$ cat src/hdl/fcba_pkg.sv
package fcba_pkg;

  // Command codes of the input channel.
  localparam logic [1:0] CMD_APPEND = 2'd0;
  localparam logic [1:0] CMD_FREE   = 2'd1;
  localparam logic [1:0] CMD_QUERY  = 2'd2;

  // Result status codes.
  localparam logic [1:0] STAT_OK      = 2'd0;
  localparam logic [1:0] STAT_NOSPACE = 2'd1;
  localparam logic [1:0] STAT_ERROR   = 2'd2;

  localparam logic [15:0] END_MARK  = 16'hffff;
  localparam logic [12:0] CFG_RESET = 13'd4096;

  // The free map is kept as words of this many bits.
  localparam int MAP_WORD_W = 64;
  localparam int MAP_BIT_W  = 6;
  // Width used for comparing block counts against word bases.
  localparam int CMP_W      = 17;

  typedef enum logic [3:0] {
    S_CLEAR,
    S_IDLE,
    S_DISPATCH,
    S_SCAN,
    S_APP_PREV,
    S_APP_END,
    S_WALK_CHECK,
    S_WALK_WR,
    S_QUERY,
    S_DONE
  } fcba_state_t;

  typedef enum logic [4:0] {
    DP_NOP,
    DP_LOAD,
    DP_CLEAR,
    DP_SCAN_START,
    DP_SCAN_NEXT,
    DP_SCAN_HIT,
    DP_LINK_PREV,
    DP_LINK_END,
    DP_WALK_INIT,
    DP_WALK_RD,
    DP_WALK_WR,
    DP_QRY_RD,
    DP_SET_LINK,
    DP_SET_ERR,
    DP_SET_NOSPACE,
    DP_SET_FREED,
    DP_OUT
  } dp_op_t;

  typedef struct packed {
    logic [1:0] cmd;
    logic       blk_oor;
    logic       blk_zero;
    logic       scan_found;
    logic       scan_last;
    logic       walk_end;
    logic       walk_bad;
    logic       clr_done;
  } dp_stat_t;

endpackage

$ cat src/hdl/fcba_ctrl.sv
module fcba_ctrl (
  input  logic              clk,
  input  logic              rst_n,
  input  logic              in_valid,
  output logic              in_ready,
  input  logic              out_ready,
  output logic              out_valid,
  input  fcba_pkg::dp_stat_t stat,
  output fcba_pkg::dp_op_t   op
);
  import fcba_pkg::*;

  fcba_state_t state_r, state_nxt;
  logic        out_valid_r, out_valid_nxt;
  logic        out_free;

  assign out_free  = !out_valid_r || out_ready;
  assign out_valid = out_valid_r;

  always_ff @(posedge clk) begin
    if (!rst_n) begin
      state_r     <= S_CLEAR;
      out_valid_r <= 1'b0;
    end else begin
      state_r     <= state_nxt;
      out_valid_r <= out_valid_nxt;
    end
  end

  always_comb begin
    state_nxt = state_r;
    unique case (state_r)
      S_CLEAR:      if (stat.clr_done) state_nxt = S_IDLE;
      S_IDLE:       if (in_valid) state_nxt = S_DISPATCH;
      S_DISPATCH: begin
        unique case (stat.cmd)
          CMD_APPEND: state_nxt = stat.blk_oor ? S_DONE : S_SCAN;
          CMD_FREE:   state_nxt = S_WALK_CHECK;
          CMD_QUERY:  state_nxt = stat.blk_oor ? S_DONE : S_QUERY;
          default:    state_nxt = S_DONE;
        endcase
      end
      S_SCAN: begin
        priority if (stat.scan_found) state_nxt = S_APP_PREV;
        else if (stat.scan_last)      state_nxt = S_DONE;
        else                          state_nxt = S_SCAN;
      end
      S_APP_PREV:   state_nxt = S_APP_END;
      S_APP_END:    state_nxt = S_DONE;
      S_WALK_CHECK: state_nxt = (stat.walk_end || stat.walk_bad) ? S_DONE : S_WALK_WR;
      S_WALK_WR:    state_nxt = S_WALK_CHECK;
      S_QUERY:      state_nxt = S_DONE;
      S_DONE:       if (out_free) state_nxt = S_IDLE;
      default:      state_nxt = S_CLEAR;
    endcase
  end

  always_comb begin
    op            = DP_NOP;
    in_ready      = 1'b0;
    out_valid_nxt = out_valid_r && !out_ready;
    unique case (state_r)
      S_CLEAR: op = DP_CLEAR;
      S_IDLE: begin
        in_ready = 1'b1;
        if (in_valid) op = DP_LOAD;
      end
      S_DISPATCH: begin
        unique case (stat.cmd)
          CMD_APPEND: op = stat.blk_oor ? DP_SET_ERR : DP_SCAN_START;
          CMD_FREE:   op = DP_WALK_INIT;
          CMD_QUERY:  op = stat.blk_oor ? DP_SET_ERR : DP_QRY_RD;
          default:    op = DP_SET_ERR;
        endcase
      end
      S_SCAN: begin
        priority if (stat.scan_found) op = DP_SCAN_HIT;
        else if (stat.scan_last)      op = DP_SET_NOSPACE;
        else                          op = DP_SCAN_NEXT;
      end
      S_APP_PREV: op = stat.blk_zero ? DP_NOP : DP_LINK_PREV;
      S_APP_END:  op = DP_LINK_END;
      S_WALK_CHECK: begin
        priority if (stat.walk_end) op = DP_SET_FREED;
        else if (stat.walk_bad)     op = DP_SET_ERR;
        else                        op = DP_WALK_RD;
      end
      S_WALK_WR: op = DP_WALK_WR;
      S_QUERY:   op = DP_SET_LINK;
      S_DONE: begin
        if (out_free) begin
          op            = DP_OUT;
          out_valid_nxt = 1'b1;
        end
      end
      default: op = DP_NOP;
    endcase
  end

endmodule

$ cat config.mk
export PLATFORM = sky130hd
export DESIGN_NAME = fcba_ctrl
export DESIGN_NICKNAME = d
export VERILOG_FILES = /design/src/hdl/fcba_pkg.sv /design/src/hdl/fcba_ctrl.sv
export SDC_FILE = /design/constraint.sdc
export NUM_CORES = 1
export LEC_CHECK = 0
export ABC_AREA = 1
export BUFFER_PORTS_ARGS = -buffer_cell sky130_fd_sc_hd__buf_2
export CAP_MARGIN = 40
export CORE_AREA = 4 4 41 43
export DETAILED_ROUTE_END_ITERATION = 16
export DIE_AREA = 0 0 45 47
export GPL_ROUTABILITY_DRIVEN = 0
export GPL_TIMING_DRIVEN = 0
export PLACE_DENSITY = 0.69
export SLEW_MARGIN = 20
export SYNTH_ARGS = -nofsm -noshare
export SYNTH_HDL_FRONTEND = slang
export SYNTH_SLANG_ARGS = --single-unit
export TNS_END_PERCENT = 100
$ cat constraint.sdc
create_clock -name clk -period 2.5 [get_ports clk]
set_input_delay 0.25 -clock clk [delete_from_list [all_inputs] [get_ports clk]]
set_output_delay 0.25 -clock clk [all_outputs]
set_load 0.005 [all_outputs]
==> results of run 1 <==
## power groups by stage
stage,registers [mW],clock network (mW),logic [mW]
floorplan,0.116,0,0.203
global placement,0.124,0,0.285
detailed placement,0.125,0,0.287
CTS,0.123,0.0922,0.288
global route,0.126,0.0951,0.335
finish,0.123,0.0898,0.286
## cell type report
cell class / instances / area [um2]
fill: 152 / 568
inverter: 15 / 56.3
clock buffer: 4 / 26.3
multi-input combinational: 88 / 437
tap: 15 / 18.8
sequential: 5 / 100
timing repair buffer: 19 / 95.1
## state kept, by name, summed over array words and instances (netlist names)
name,flops
state_r,4
out_valid,1
## worst reg2reg max path: stages (launching register included)
cell and delay, ns:
dfxtp_1 0.48, nor2_1 0.13, nand2_1 0.11, nand2_1 0.08, a21oi_1 0.16, nand4_1 0.14
nand2_1 0.08, inv_1 0.03
## layer usage
metal / part of all wire / wire [um]
met1: 0.44 / 641
met2: 0.49 / 714
met3: 0.067 / 97
met4: 0 / 0
met5: 0 / 0
## cell usage in the layout, fill, tap and decap left out, drive strengths merged
cell type / synthesis / routed
nand2: 33 / 33
nor2: 30 / 30
buf: 0 / 19
inv: 15 / 15
a21oi: 6 / 6
ha: 5 / 5
dfxtp: 5 / 5
nand3: 4 / 4
clkbuf: 0 / 4
o21ai: 3 / 3
nand4: 3 / 3
o211ai: 2 / 2
nor3: 2 / 2
## logic make-up after synthesis
group,share of synthesized area
compound gates,0.108
fa+ha+maj,0.105
buf+inv,0.0949
flops,0.169
simple gates,0.523
## stage by stage
step	util	hold WS (ns)	std cells	cell area (um2)	power, mW
after floorplan	-	0.348	108	593	0.319
after global placement	0.543	0.450	142	707	0.408
after detailed placement	0.543	0.458	142	707	0.412
after CTS	0.563	0.217	146	733	0.504
after global routing	0.563	0.239	146	733	0.556
final	0.563	0.217	146	733	0.499
## worst min path at each step
stage | end | slack, ns | start
2_1_floorplan | state_r[3] | 0.35 | rst_n
3_3_place_gp | state_r[3] | 0.45 | rst_n
3_5_place_dp | state_r[3] | 0.46 | rst_n
4_1_cts | state_r[3] | 0.22 | rst_n
5_1_grt | state_r[3] | 0.24 | rst_n
6_report | state_r[3] | 0.22 | rst_n
==> reports/metrics.csv, run 1 <==
stage,metric,value,unit
outcome,status,finished clean,
clock_network,Inserted Clock Buffers,3,
route,routed length per instance,9.95,um
route,Via-to-Cell Ratio,4.86,
synth,Syn Nets,126,
global_route,antenna violations before repair,0,
global_route,met3 usage,0.0153,
synth,Syn Inst Count,108,
run,Max-Cap Viols,0,
synth,top-area cell type share of the netlist area,0.196,
route,drt pass-1 iters,5,
synth,Main synth FF type,dfxtp_1,
power,Comb power frac,0.573,
synth,Post-synth ARST share,0,
min_path,min-delay worst type,primary input to flop,
cells_and_area,Nets,150,
worst_setup_path,Worst Setup EP,op[0],
die,IO Pins,20,
timing,Rel. slew slack,0.800,
global_route,gr busiest metal,met2,
synth,synth top area cells,"nand2_1, dfxtp_1, nor2_1, ha_1, inv_1",
cells_and_area,number of diodes,0,
clock_network,hold buffers post-CTS,0,
power,switching pwr,229,uW
clock_network,CTS tree,built,
worst_setup_path,critical path arrival,1.45,ns
clock_network,clock latency on the worst-skew pair,0.23,ns
synth,number of register bits inferred by synthesis,5,
worst_setup_path,Setup CP Type,flop to output pin,
power,PwrDens,680,mW/mm2
global_route,grt met2 use,0.282,
clock_network,H-tree Lvls,1,
timing,final hold vios,0,
clock_network,CTS root buf,clkbuf_4,
worst_setup_path,Worst path depth,7,
clock_network,post-CTS setup buffers,0,
cells_and_area,Layout area overhead,23.6,%
timing,fmax,0.589,GHz
timing,period utilisation layout,0.679,
placement,I/O Buffers,19,
die,y dimension of the die,47,um
route,Vias,709,
synth,Synth cell types,16,
worst_setup_path,buffers plus inverters on the worst setup path,1,
die,die area,0.00212,mm2
clock_network,"CTS clk-pin slew, worst paths",0.04,ns
worst_setup_path,"Cell Chain, Critical Path","nand2_1, nor2_1, nand2_1, o211ai_1, a21oi_1, nand2_1, buf_2",
die,Initial Util,0.456,
route,antenna-violating nets left,0,
clock_network,deepest clock path buffer count,2,
power,Reg power frac,0.248,
global_route,Total GRT Usage,0.155,
global_route,largest net degree at the start of global routing,8,
worst_setup_path,Worst path top cell family by delay,simple AND/OR/NAND/NOR gates,
global_route,vias in the first global route,630,
timing,Final Slew Violations,0,
worst_setup_path,Critical R2R Capture,state_r[3],
worst_setup_path,critical path launch point type,flop,
worst_setup_path,Worst Path Required,2.25,ns
global_route,"Remaining Overflow, GRT",0,
synth,Synth area leader,nand2_1,
timing,slew of the pin with the lowest slew margin,0.300,ns
worst_setup_path,"Max FO, Critical Path",7,
die,num rows,13,
timing,skew final,0.00262,ns
route,Detailed Route WL,1.45,mm
power,P_leak,0.421,nW
synth,total number of yosys warnings,0,
clock_network,TritonCTS Sinks,5,
global_route,grt met1 use,0.195,
route,residual DRC count,0,
timing,final setup vio count,0,
synth,Post-synth EDFFs,0,
route,Iter 0 DRT Violations,24,
worst_setup_path,CP dominant cell by count,nand2_1,
placement,pre-CTS WS,1.04,ns
synth,syn_area_per_cell,5.49,um2
synth,Post-Syn Area,593,um2
timing,Tmin final,1.70,ns
worst_setup_path,R2R depth,7,
placement,HPWL after DPL,1.28,mm
global_route,first-pass GRT wire length,2.48,mm
power,Switching Fraction,0.460,
synth,most frequent cells after synthesis,"nand2_1, nor2_1, inv_1",
min_path,hold path cells,3,
timing,fin worst setup slack,0.803,ns
worst_setup_path,critical path endpoint category,output pin,
synth,most common cell in the synthesized netlist,nand2_1,
power,Clock power frac,0.180,
die,CORE AREA,0.00130,mm2
worst_setup_path,Critical Path Start,state_r[0],
timing,setup_tns,0,ns
power,Internal Dissipation,269,uW
cells_and_area,layout cell share with drive strength beyond 1,0.260,
worst_setup_path,reg-to-reg startpoint,state_r[0],
timing,RSZ-0062 raised after global routing,false,
worst_setup_path,critical path's slowest cell,dfxtp_1,
worst_setup_path,reg2reg setup slack,1.19,ns
clock_network,PostCTS Resize Cnt,0,
worst_setup_path,Critical Path Max Stage Delay,0.48,ns
die,DIE WIDTH,45,um
synth,register area share after synthesis,0.169,
power,maximum vdd drop,0.378,mV
Note: power is estimated with default switching activity, not from simulation.
==> run 2: changes to the inputs <==
Settings changed: CORE_AREA 4 4 41 43 to 4 4 43 45, DIE_AREA 0 0 45 47 to 0 0 47 49, PLACE_DENSITY 0.69 to 0.65.
Clock period 2.5 ns to 1.45 ns, I/O delays scaled along.
==> run 2 against run 1 <==
The run now ends with setup timing left. Clock power increased by 86%. Global-route usage decreased by 0.96 points. Via count increased by 7.8%. Largest power group unchanged. Routed wire length increased by 16%. Sequential cell count unchanged. Die area increased by 8.9%. Final cell count increased by 3.4%. First-iteration DRC count decreased by 21%. Clock skew increased by 0.0047 ns. Sequential power increased by 99%. Non-clock buffer count increased by 4.
==> reports/metrics.csv, run 2 (synthesized netlist as in run 1, its figures left out) <==
stage,metric,value,unit,change
timing,Tmin final,1.47,ns,
clock_network,TritonCTS Sinks,5,,unchanged
worst_setup_path,reg-to-reg startpoint,state_r[3],,
timing,skew final,0.00736,ns,+0.00474 ns
worst_setup_path,Worst path top cell family by delay,flip-flops,,
global_route,first-pass GRT wire length,2.49,mm,+0.24%
timing,setup_tns,-0.0198,ns,-0.0198 ns
placement,HPWL after DPL,1.28,mm,-0.32%
timing,final hold vios,0,,unchanged
global_route,Total GRT Usage,0.145,,-0.00965
power,PwrDens,1150,mW/mm2,+70%
global_route,antenna violations before repair,0,,unchanged
cells_and_area,Nets,154,,+2.7%
worst_setup_path,buffers plus inverters on the worst setup path,3,,+2
worst_setup_path,Critical Path Start,state_r[2],,
power,maximum vdd drop,0.458,mV,+21%
cells_and_area,max FFs per register,4,,unchanged
die,num rows,14,,+1
timing,slew of the pin with the lowest slew margin,0.218,ns,-0.0816 ns
timing,RSZ-0062 raised after global routing,true,,
worst_setup_path,critical path launch point type,flop,,
worst_setup_path,Setup CP Type,flop to output pin,,
worst_setup_path,critical path arrival,1.32,ns,-0.13 ns
run,Max-Cap Viols,0,,unchanged
global_route,"Remaining Overflow, GRT",0,,unchanged
worst_setup_path,Worst Path Required,1.31,ns,-0.94 ns
die,IO Pins,20,,unchanged
cells_and_area,Top reg by flops,state_r,,
timing,period utilisation layout,1.01,,
timing,Rel. slew slack,0.853,,+0.0531
die,die area,0.00230,mm2,+8.9%
power,P_leak,0.449,nW,+6.6%
global_route,largest net degree at the start of global routing,8,,unchanged
route,Via-to-Cell Ratio,5.06,,+4.2%
die,CORE AREA,0.00147,mm2,+13%
route,antenna-violating nets left,0,,unchanged
outcome,failing checks,setup timing,,
route,drt pass-1 iters,4,,-1
clock_network,deepest clock path buffer count,2,,unchanged
placement,I/O Buffers,19,,unchanged
cells_and_area,"commonest non-fill, non-tap cell in the layout",nand2_1,,
worst_setup_path,CP dominant cell by count,nor2_4,,
global_route,vias in the first global route,650,,+3.2%
die,y dimension of the die,49,um,+4.3%
cells_and_area,Layout area overhead,41.8,%,
worst_setup_path,Critical Path Max Stage Delay,0.39,ns,-0.09 ns
placement,placed cell areas,708,um2,+0.18%
route,Iter 0 DRT Violations,19,,-21%
clock_network,Inserted Clock Buffers,3,,unchanged
clock_network,H-tree Lvls,1,,unchanged
die,Initial Util,0.403,,-0.0527
worst_setup_path,"Cell Chain, Critical Path","nor2_4, inv_2, nor2_4, buf_4, nor3_1, nand2_1, buf_2",,
cells_and_area,"Non-Filler Cell Area, Final",841,um2,+15%
clock_network,clock latency on the worst-skew pair,0.25,ns,+0.02 ns
timing,final setup vio count,1,,+1
route,Vias,764,,+7.8%
worst_setup_path,critical path endpoint category,output pin,,
clock_network,"CTS clk-pin slew, worst paths",0.05,ns,about the same
route,routed length per instance,11.2,um,+12%
min_path,min-delay worst type,primary input to flop,,
route,residual DRC count,0,,unchanged
cells_and_area,layout cell share with drive strength beyond 1,0.407,,+0.148
route,Detailed Route WL,1.69,mm,+16%
die,DIE WIDTH,47,um,+4.4%
worst_setup_path,critical path's slowest cell,dfxtp_4,,
cells_and_area,"commonest non-fill, non-tap cells in the layout","nand2_1, nor2_1, buf_2",,
worst_setup_path,"Max FO, Critical Path",4,,-3
timing,fin worst setup slack,-0.0198,ns,-0.822 ns
clock_network,CTS tree,built,,
timing,Final Slew Violations,0,,unchanged
outcome,status,"complete, but fails checks",,
timing,fmax,0.680,GHz,
cells_and_area,number of diodes,0,,unchanged
min_path,hold path startpoint,rst_n,,
clock_network,CTS root buf,clkbuf_4,,
==> run 2: changes by cell type in the layout (fill, tap and decap cells not counted), moves of 4 or more <==
cell and delta:
nor2_4 +5, dfxtp_1 -4, buf_4 +4, nand2_2 +5
nor2_1 -5, nand2_1 -5, dfxtp_4 +4
==> run 2: routing by layer <==
| layer | vias to the layer above | GRT usage | share of wire |
|---|---|---|---|
| li1 | 391 | - | - |
| met1 | 339 | 0.172 | 0.39 |
| met2 | 29 | 0.242 | 0.52 |
| met3 | 5 | 0 | 0.062 |
| met4 | 0 | 0.0968 | 0.027 |
| met5 | - | 0 | 0 |
==> run 2: power by group <==
group / internal (mW) / switching (mW)
Sequential: 0.178 / 0.0667
Clock: 0.104 / 0.0630
Combinational: 0.229 / 0.329
Total: 0.511 / 0.458
==> run 2: worst paths after layout <==
check	endpoint	slack [ns]	cells past startpoint
setup / recovery	op[2]	-0.02	7
setup reg to reg	state_r[3]	0.25	8
hold / removal	state_r[3]	0.1	3
hold reg to reg	out_valid	0.63	4
==> run 2: worst register-to-register path, stage by stage, from the launching register on <==
cell,delay (ns)
dfxtp_4,0.36
nor2_4,0.14
inv_2,0.08
nor3_4,0.16
nand2_2,0.09
buf_4,0.14
nand4_1,0.08
nand2_1,0.05
inv_1,0.04
==> run 2: layout make-up <==
| type | instances | area, um2 |
|---|---|---|
| clock buffer | 4 | 26.3 |
| fill | 146 | 631 |
| timing repair buffer | 23 | 125 |
| multi-input combinational | 88 | 493 |
| tap | 16 | 20.0 |
| inverter | 15 | 61.3 |
| sequential | 5 | 115 |
==> run 2: metrics by stage <==
stage                     hold WS [ns]  worst slack (ns)  cells  total power [mW]  utilization
final                           0.0980           -0.0198    151             0.970        0.571
after global routing             0.104           -0.0986    151              1.06        0.571
after global placement           0.341            0.0922    143             0.707        0.481
after CTS                       0.0971          -0.00878    149             0.906        0.533
after floorplan                  0.243             0.330    108             0.550            -
after detailed placement         0.353             0.121    143             0.705        0.481
==> run 2: timing repair <==
item                       4_1_cts  5_1_grt
setup buffers                    2        2
gates resized for setup         14       16
pin swaps                        4       12
hold buffers                     0        0
setup endpoints to repair        4        4
cloned                           0        0
==> run 3: changes to the inputs <==
Settings changed: TNS_END_PERCENT 100 to 1.
==> run 3 against run 2 <==
Design area unchanged. First-iteration DRC count unchanged. Fmax unchanged. Highest routed layer unchanged. Largest power group unchanged. The run still ends with setup timing left.
==> reports/metrics.csv, run 3 (synthesized netlist as in run 1, its figures left out) <==
stage,metric,value,unit,change
worst_setup_path,critical path launch point type,flop,,
die,DIE WIDTH,47,um,unchanged
route,Met1 Wirelength,655,um,unchanged
worst_setup_path,"Max FO, Critical Path",4,,unchanged
route,residual DRC count,0,,unchanged
route,routed length per instance,11.2,um,unchanged
cells_and_area,layout cell share with drive strength beyond 1,0.407,,unchanged
clock_network,"CTS clk-pin slew, worst paths",0.05,ns,about the same
cells_and_area,Reg area,115,um2,unchanged
placement,I/O Buffers,19,,unchanged
cells_and_area,"commonest non-fill, non-tap cells in the layout","nand2_1, nor2_1, buf_2",,
clock_network,H-tree Lvls,1,,unchanged
die,Initial Util,0.403,,unchanged
timing,Hold Worst Slack,0.0980,ns,unchanged
worst_setup_path,Worst Path Required,1.31,ns,about the same
worst_setup_path,R2R depth,8,,unchanged
timing,RSZ-0062 raised after global routing,true,,
global_route,Total GRT Usage,0.145,,unchanged
route,drt pass-1 iters,4,,unchanged
global_route,antenna violations before repair,0,,unchanged
placement,HPWL after DPL,1.28,mm,unchanged
clock_network,deepest clock path buffer count,2,,unchanged
route,Via-to-Cell Ratio,5.06,,unchanged
route,top sig layer,met4,,
cells_and_area,area of the multi-input gates,493,um2,unchanged
route,Vias,764,,unchanged
power,P_leak,0.449,nW,unchanged
route,Detailed Route WL,1.69,mm,unchanged
outcome,failing checks,setup timing,,
min_path,hold path cells,3,,unchanged
outcome,status,"complete, but fails checks",,
die,num rows,14,,unchanged
clock_network,TritonCTS Sinks,5,,unchanged
die,CORE AREA,0.00147,mm2,unchanged
die,y dimension of the die,49,um,unchanged
timing,Rel. slew slack,0.853,,unchanged
cells_and_area,Nets,154,,unchanged
global_route,"Remaining Overflow, GRT",0,,unchanged
clock_network,CTS root buf,clkbuf_4,,
clock_network,Inserted Clock Buffers,3,,unchanged
cells_and_area,number of diodes,0,,unchanged
power,Total Power,970,uW,unchanged
timing,final setup vio count,1,,unchanged
timing,fmax,0.680,GHz,unchanged
route,Iter 0 DRT Violations,19,,unchanged
global_route,first-pass GRT wire length,2.49,mm,unchanged
route,Met3 Wirelength,105,um,unchanged
die,IO Pins,20,,unchanged
cells_and_area,Fillers,146,,unchanged
timing,Tmin final,1.47,ns,unchanged
global_route,largest net degree at the start of global routing,8,,unchanged
power,PwrDens,1150,mW/mm2,unchanged
timing,Final Slew Violations,0,,unchanged
power,maximum vdd drop,0.458,mV,unchanged
worst_setup_path,Setup CP Type,flop to output pin,,
min_path,min-delay worst type,primary input to flop,,
route,antenna-violating nets left,0,,unchanged
cells_and_area,max FFs per register,4,,unchanged
timing,period utilisation layout,1.01,,unchanged
run,Max-Cap Viols,0,,unchanged
cells_and_area,Top reg by flops,state_r,,
worst_setup_path,critical path endpoint category,output pin,,
global_route,vias in the first global route,650,,unchanged
timing,final hold vios,0,,unchanged
cells_and_area,"commonest non-fill, non-tap cell in the layout",nand2_1,,
route,met2 wire length,879,um,unchanged
timing,skew final,0.00736,ns,unchanged
clock_network,CTS tree,built,,
timing,slew of the pin with the lowest slew margin,0.218,ns,unchanged
worst_setup_path,critical path arrival,1.32,ns,about the same
timing,fin worst setup slack,-0.0198,ns,unchanged
clock_network,clock latency on the worst-skew pair,0.25,ns,about the same
cells_and_area,Layout area overhead,41.8,%,unchanged
die,die area,0.00230,mm2,unchanged
run 3: cell counts in the layout (fill, tap and decap cells not counted):
No cell type changed its count.
run 3: metrics by stage:
step                TNS, ns  area [um2]  cells   util  setup WS, ns
floorplan                 0         593    108      -         0.330
global placement          0         708    143  0.481        0.0922
detailed placement        0         708    143  0.481         0.121
CTS                 -0.0194         785    149  0.533      -0.00878
global route         -0.263         841    151  0.571       -0.0986
finish              -0.0198         841    151  0.571       -0.0198
run 3: final cells by class:
class / count / area share
multi-input combinational: 88 / 0.586
timing repair buffer: 23 / 0.149
clock buffer: 4 / 0.0313
sequential: 5 / 0.137
tap: 16 / 0.0238
inverter: 15 / 0.0729
run 3: worst paths after layout:
| check | slack [ns] | startpoint | endpoint |
|---|---|---|---|
| hold reg to reg | 0.63 | out_valid | out_valid |
| setup / recovery | -0.02 | state_r[2] | op[2] |
| hold / removal | 0.1 | rst_n | state_r[3] |
| setup reg to reg | 0.25 | state_r[3] | state_r[3] |
run 3: layer usage:
layer  up-vias  track usage
met1       339        0.172
li1        391            -
met4         0       0.0968
met2        29        0.242
met5         -            0
met3         5            0
run 3: power by group:
part           switching, mW  total [mW]  internal [mW]
combinational          0.329       0.558          0.229
sequential            0.0667       0.245          0.178
clock                 0.0630       0.167          0.104
total                  0.458       0.970          0.511
run 3: what timing repair did:
item,CTS,global route
buffers inserted,2,2
resized for setup,14,16
endpoints found under the setup margin,4,4
hold buffers,0,0
pin swaps,4,12
run 3: worst max-delay path, stage by stage, from the launching register on:
cell	delay, ns
dfxtp_4	0.39
nor2_4	0.05
inv_2	0.11
nor2_4	0.04
buf_4	0.13
nor3_1	0.17
nand2_1	0.06
buf_2	0.12
